## src/design/sdq_pkg.sv

```systemverilog
// Shared types and constants for the sorted deadline queue.
// Used by sdq_cell and sorted_deadline_queue; no dependencies.
package sdq_pkg;

  localparam int Depth      = 64;
  localparam int MaxRelease = 64;
  localparam int TimeW      = 32;
  localparam int TagW       = 16;
  localparam int LimitW     = 7;
  localparam int FillW      = 7;
  localparam int StatusW    = 2;

  localparam logic [LimitW-1:0] LimitReset = LimitW'(MaxRelease);

  localparam logic CmdInsert = 1'b0;
  localparam logic CmdPop    = 1'b1;

  localparam logic [StatusW-1:0] StInserted = 2'd0;
  localparam logic [StatusW-1:0] StFull     = 2'd1;
  localparam logic [StatusW-1:0] StReleased = 2'd2;
  localparam logic [StatusW-1:0] StNoneDue  = 2'd3;

  typedef struct packed {
    logic             valid;
    logic [TimeW-1:0] due_time;
    logic [TagW-1:0]  tag;
  } sdq_entry_t;

  typedef struct packed {
    logic             ins;
    logic             shift;
    logic [TimeW-1:0] new_time;
    logic [TagW-1:0]  new_tag;
  } sdq_ctl_t;

endpackage

```

## src/design/sdq_cell.sv

```systemverilog
// One storage cell of the sorted deadline queue chain.
// Depends on sdq_pkg for the entry and control structs.
module sdq_cell (
  input  logic               clk_i,
  input  logic               rst_ni,
  input  sdq_pkg::sdq_ctl_t  ctl_i,
  input  sdq_pkg::sdq_entry_t prev_i,
  input  logic               prev_after_i,
  input  sdq_pkg::sdq_entry_t next_i,
  output sdq_pkg::sdq_entry_t entry_o,
  output logic               after_o
);

  logic                         valid_q, valid_d;
  logic [sdq_pkg::TimeW-1:0]    time_q, time_d;
  logic [sdq_pkg::TagW-1:0]     tag_q, tag_d;
  logic                         own_after;

  assign own_after = valid_q && (time_q > ctl_i.new_time);
  assign after_o   = own_after;

  always_comb begin
    valid_d = valid_q;
    time_d  = time_q;
    tag_d   = tag_q;
    if (ctl_i.ins) begin
      if (prev_after_i) begin
        valid_d = prev_i.valid;
        time_d  = prev_i.due_time;
        tag_d   = prev_i.tag;
      end else if ((!valid_q && prev_i.valid) || own_after) begin
        valid_d = 1'b1;
        time_d  = ctl_i.new_time;
        tag_d   = ctl_i.new_tag;
      end
    end else if (ctl_i.shift) begin
      valid_d = next_i.valid;
      time_d  = next_i.due_time;
      tag_d   = next_i.tag;
    end
  end

  always_ff @(posedge clk_i or negedge rst_ni) begin
    if (!rst_ni) begin
      valid_q <= 1'b0;
    end else begin
      valid_q <= valid_d;
    end
  end

  always_ff @(posedge clk_i) begin
    time_q <= time_d;
    tag_q  <= tag_d;
  end

  assign entry_o = '{valid: valid_q, due_time: time_q, tag: tag_q};

endmodule

```

## config.mk

```make
export PLATFORM = sky130hd
export DESIGN_NAME = sdq_cell
export DESIGN_NICKNAME = d
export VERILOG_FILES = /design/src/design/sdq_pkg.sv /design/src/design/sdq_cell.sv
export SDC_FILE = /design/constraint.sdc
export NUM_CORES = 1
export LEC_CHECK = 0
export BUFFER_PORTS_ARGS = -buffer_cell sky130_fd_sc_hd__buf_2
export CAP_MARGIN = 10
export CORE_MARGIN = 1.5
export CORE_UTILIZATION = 40
export DETAILED_ROUTE_END_ITERATION = 12
export PLACE_DENSITY = 0.8
export SETUP_SLACK_MARGIN = 0.02
export SYNTH_ARGS = -nofsm -noshare
export SYNTH_HDL_FRONTEND = slang
export SYNTH_SLANG_ARGS = --single-unit
```

## constraint.sdc

```tcl
create_clock -name clk_i -period 9.6 [get_ports clk_i]
set_clock_uncertainty 0.1 [all_clocks]
set_input_delay 0.48 -clock clk_i [delete_from_list [all_inputs] [get_ports clk_i]]
set_output_delay 0.48 -clock clk_i [all_outputs]
set_load 0.02 [all_outputs]
```

# After elaboration in Yosys (flattened, before gate mapping)
# Cells that the tools add are included.
# totals
elab_cells	23
regBits	49
input_bits	151
out_inout_bits	50
# op_classes
reduce_logical	6
magnitude_cmp	1
n_mux	12
n_eq_ne	1
# op_table
op	count
$mux W32	4
$mux W16	4
$gt A32 B32 Y1	1
$mux W1	4
$ne A3 B1 Y1 const B	1
$logic_and A1 B1 Y1	2
$reduce_and A2 Y1	1
$reduce_bool A2 Y1	1
$logic_not A1 Y1	1
$logic_or A1 B1 Y1	1

# Depth between registers and ports, before layout
# depth
word_depth	6
depth_mapped	7
mapped_depth_nobuf	7

# Least setup slack after synthesis
# OpenSTA, ideal clock, no wires.
# synth_path
path_type	register to register
start	register time_q[27] in the netlist's numbering
end	register tag_q[0] in the netlist's numbering (enable)
setup_slack_ps	4847
period_less_slack_ps	4753
t_arrival_ps	4170
stages_incl_launch_ff	7
required_time_ps	9017
setup_time_ps	483
path_cell_list	edfxtp_1 -> ha_1 -> nand4_1 -> or3_1 -> a21oi_1 -> nor4b_1 -> a31oi_1
# synth_between
elab_chain_cells	5
# synth_rtl
item	line_no	rtl
start: declaration	sdq_cell.sv:15	logic [sdq_pkg::TimeW-1:0] time_q, time_d;
start signal: assignment	sdq_cell.sv:52	time_q <= time_d;
$gt A32 B32 Y1	sdq_cell.sv:19	assign own_after = valid_q && (time_q > ctl_i.new_time);
$logic_and A1 B1 Y1	sdq_cell.sv:19	
$logic_or A1 B1 Y1	sdq_cell.sv:31	end else if ((!valid_q && prev_i.valid) || own_after) begin
$ne A3 B1 Y1 (no source line)	--	
$reduce_and A2 Y1 (no source line)	--	
end signal: assignment	sdq_cell.sv:53	tag_q <= tag_d;
end: declaration	sdq_cell.sv:16	logic [sdq_pkg::TagW-1:0] tag_q, tag_d;
# No other way between the ends.
# A chain may end at the register's enable or synchronous reset.

# Final worst setup path
# layout_path
start	register time_q[1] in the netlist's numbering
end	register time_q[23] in the netlist's numbering (enable)
# layout_between
elab_chain_cells	5
# layout_rtl
item	line_no
$gt A32 B32 Y1	sdq_cell.sv:19
$logic_and A1 B1 Y1	sdq_cell.sv:19
$logic_or A1 B1 Y1	sdq_cell.sv:31
$ne A3 B1 Y1 (no source line)	--
$reduce_and A2 Y1 (no source line)	--
# No other way between the ends.

==> flow_metrics.py <==
metrics = {
    "run_status": {
        "outcome": "completed",
    },
    "timing": {
        "tightestPinTransition_ps": 936.2,
        "drv_slew": 0,
        "fin_tns_setup_ps": 0,
        "finalSetupViolCount": 0,
        "hold_viol_final": 0,
        "rsz0062_at_grt": "no",
        "slew_headroom_pct": 37.59,
        "postLayoutSetupSlackWorst_ps": 6371,
        "finalCritPeriodShare_pct": 33.64,
        "fmaxAchievable_mhz": 309.7,
        "finalWorstPathRequiredPeriod_ps": 3229,
    },
    "cts": {
        "clock_tree.buffer_depth": 2,
        "h_tree_levels": 2,
        "post_cts_resized": 0,
        "tritoncts": "yes",
        "clk_pin_slew_worst_paths_ps": 90,
        "worst_skew_pair.late_latency_ps": 300,
        "clock_sinks": 49,
        "numCtsBuffers": 5,
        "clock-root-buffer": "sky130_fd_sc_hd__clkbuf_8",
    },
    "worst_hold_path": {
        "hold_path_class": "primary input to flip-flop",
    },
    "layout": {
        "num-nets-final": 708,
        "flow.area_growth_from_synthesis_pct": 35.34,
        "final-seq-area_sq_um": 1466,
        "n_fill_cell": 745,
        "multi_input_comb_area_sq_um": 1668,
        "antenna_cells_inserted": 0,
        "final_layout_size_suffix_gt1_share_pct": 40.11,
    },
    "detailed_routing": {
        "drt-pass1-iter-count": 4,
        "postRouteWirelength_mm": 8.838,
        "viasPerCell": 4.952,
        "count_of_antenna_violating_nets_left_after_detailed_routing": 0,
        "post-route-drc-count": 0,
        "avgRoutedWirePerCell_um": 14.01,
        "dr.first_iter.drc_count": 48,
        "dr_total_vias": 3125,
    },
    "critical_path": {
        "critical_path.n_buffers_inverters": 1,
        "crit_path_max_fanout": 28,
        "worstRegToRegCells": 7,
        "worstSetupPathType": "flip-flop to flip-flop",
        "cp-end-kind": "flip-flop",
        "cp-endpoint": "time_q[23]",
        "critical-path-max-stage-delay_ps": 650,
        "timing.rr.start": "time_q[1]",
        "critical-path-slowest-cell": "sky130_fd_sc_hd__a31oi_4",
        "worst-endpoint-required_ps": 9460,
        "worst-endpoint-arrival_ps": 3090,
        "worst_path_dominant_cell_family": "compound AO/OA/AOI/OAI gates",
        "rrSetupSlack_ps": 6370,
        "critPathLaunchType": "flip-flop",
        "cp.depth": 7,
        "r2r-end": "time_q[23]",
        "crit_chain": "ha_1, nor2b_1, o211ai_1, a2111oi_0, o31ai_1, a31oi_4, buf_4",
        "worst_setup_path_startpoint": "time_q[1]",
    },
    "yosys": {
        "syn_area_per_cell_sq_um": 9.983,
        "post_synth_and_or_nand_nor_area_fraction_pct": 10.16,
        "synthMuxAreaShare_pct": 14.45,
        "synthesis.yosys.warnings": 0,
        "synth-adder-area-share_pct": 12.04,
        "number_of_enable_type_register_cells_in_the_synthesized_netlist": 48,
        "synth_compound_area_share_pct": 13.06,
        "synthMostInstantiatedCell": "sky130_fd_sc_hd__a21oi_1",
        "synth_largest_type_area_fraction_pct": 43.36,
        "synthXorXnorAreaFrac_pct": 0,
        "seq_area_frac_synth_pct": 44.11,
        "synthTopCellsByCount": "63 x sky130_fd_sc_hd__a21oi_1, 50 x sky130_fd_sc_hd__nor2_1, 48 x sky130_fd_sc_hd__edfxtp_1, 48 x sky130_fd_sc_hd__mux2i_1, 33 x sky130_fd_sc_hd__inv_1",
        "synth_area_leaders": "sky130_fd_sc_hd__edfxtp_1 43%, sky130_fd_sc_hd__mux2i_1 14%, sky130_fd_sc_hd__ha_1 12%, sky130_fd_sc_hd__a21oi_1 9.5%, sky130_fd_sc_hd__nor2_1 5.6%",
        "synth_top_family_by_area": "multiplexers",
        "synthCells": 333,
        "postSynth.asyncResetShare_pct": 2.041,
        "synth.distinct_cells": 32,
        "synth_fp_nets": 516,
        "post_synth_instance_area_sq_um": 3324,
        "top_ff_cell_synth": "sky130_fd_sc_hd__edfxtp_1",
        "synth_top_area_cell": "sky130_fd_sc_hd__edfxtp_1",
        "synth_seq_cells": 49,
    },
    "pwr": {
        "pwr_density_cell_nw_per_um2": 128.8,
        "leakagePower_nw": 2.301,
        "power.ir.vdd_worst_mv": 0.05681,
    },
    "grt": {
        "via_count_of_the_first_global_routing_pass": 2926,
        "grt_antenna_before_repair": 0,
        "grt_first_pass_wirelength_mm": 13.04,
        "maximum_number_of_pins_on_one_net_before_global_route_repair": 102,
        "grt_overflow": 0,
        "global_route.usage.total_pct": 19.15,
    },
    "floorplanning": {
        "initial_utilization_pct": 40.87,
        "placeableCoreArea_sq_um": 8134,
        "fp.dieW_um": 94.17,
        "die-height_um": 94.17,
        "row_count": 33,
        "die_area_sq_um": 8867,
        "pin_count": 201,
    },
    "placed_design": {
        "place_ws_ps": 6124,
        "place_hpwl_mm": 7.163,
        "gp_congestion": 0.8038,
        "buffer_ports.inserted": 200,
    },
    "job": {
        "drv.max_cap_violation_count": 0,
    },
}
-- layer usage --
layer | GRT usage (%) | vias to the layer above | part of all wire, % | routed length (um)
li1 | - | 1594 | - | -
met5 | 0 | - | 0 | 0
met3 | 4.854 | 12 | 6.6 | 586
met4 | 6.592 | 0 | 1.6 | 143
met2 | 36.51 | 123 | 52 | 4600
met1 | 20.07 | 1396 | 40 | 3508
-- registers in the layout, indices dropped and copies added (netlist names) --
register / cells
valid_q: 1
tag_q: 16
time_q: 32
-- repair_timing --
action / CTS / global route
setup buffers: 0 / 0
hold buffers: 1 / 0
endpoints found under the hold margin: 1 / 0
-- through the flow --
step / power, W / util [%] / area [sq um] / cells / hold WS (ps)
after floorplan: 0.0003945 / - / 3324 / 333 / 84.41
final: 0.0005797 / 55.31 / 4499 / 631 / 382.1
after global routing: 0.0006138 / 55.31 / 4499 / 631 / 396.9
after detailed placement: 0.0004729 / 54.19 / 4408 / 622 / 159.8
after CTS: 0.0005875 / 55.31 / 4499 / 631 / 365.6
after global placement: 0.0004649 / 54.19 / 4408 / 622 / 160.6
-- placed cells by master, fill, tap and decap left out, types with 2 or more instances in the layout --
cell type                  count
sky130_fd_sc_hd__ha_1         32
sky130_fd_sc_hd__nand4_1       7
sky130_fd_sc_hd__inv_1        33
sky130_fd_sc_hd__a21oi_1      63
sky130_fd_sc_hd__edfxtp_1     48
sky130_fd_sc_hd__nand2_1       3
sky130_fd_sc_hd__clkbuf_8      5
sky130_fd_sc_hd__a211oi_1      2
sky130_fd_sc_hd__buf_4         3
sky130_fd_sc_hd__buf_2       199
sky130_fd_sc_hd__nand3_1       7
sky130_fd_sc_hd__nor2b_1       2
sky130_fd_sc_hd__nor2_1       50
sky130_fd_sc_hd__clkinv_1      2
sky130_fd_sc_hd__a21o_1        4
sky130_fd_sc_hd__mux2i_1      48
-- cell type report --
class / instances / area share (%)
Inverter: 33 / 2.753
Tap cell: 105 / 2.920
Multi-Input combinational cell: 233 / 37.07
Sequential cell: 49 / 32.59
Clock buffer: 5 / 1.529
Clock inverter: 3 / 0.2781
Timing Repair Buffer: 203 / 22.86
-- worst min-delay path by stage --
stage / to / depth (start not counted) / startpoint / slack, ps
3_5_place_dp: valid_q / 1 / rst_ni / 160
3_3_place_gp: valid_q / 1 / rst_ni / 160
4_1_cts: valid_q / 3 / next_i[48] / 370
2_1_floorplan: valid_q / 0 / rst_ni / 80
5_1_grt: valid_q / 2 / rst_ni / 400
6_report: valid_q / 3 / next_i[48] / 380
-- power by group --
group	total, W	switching, W	internal, W
Clock	0.000113	0.0000640	0.0000491
Combinational	0.000188	0.000110	0.0000782
Sequential	0.000278	0.0000116	0.000267
-- kinds of logic after synthesis --
group                      after synthesis
AOI/OAI and AO/OA                       78
and+or+nand+nor                         75
buffers and inverters                   51
DFF                                     49
muxes                                   48
adders and majority gates               32
-- worst min-delay path, cell delays in order --
cell	delay, ps
sky130_fd_sc_hd__buf_2	80
sky130_fd_sc_hd__a211oi_1	60
sky130_fd_sc_hd__a21oi_1	110
No activity file was read; power rests on OpenSTA's default activity.
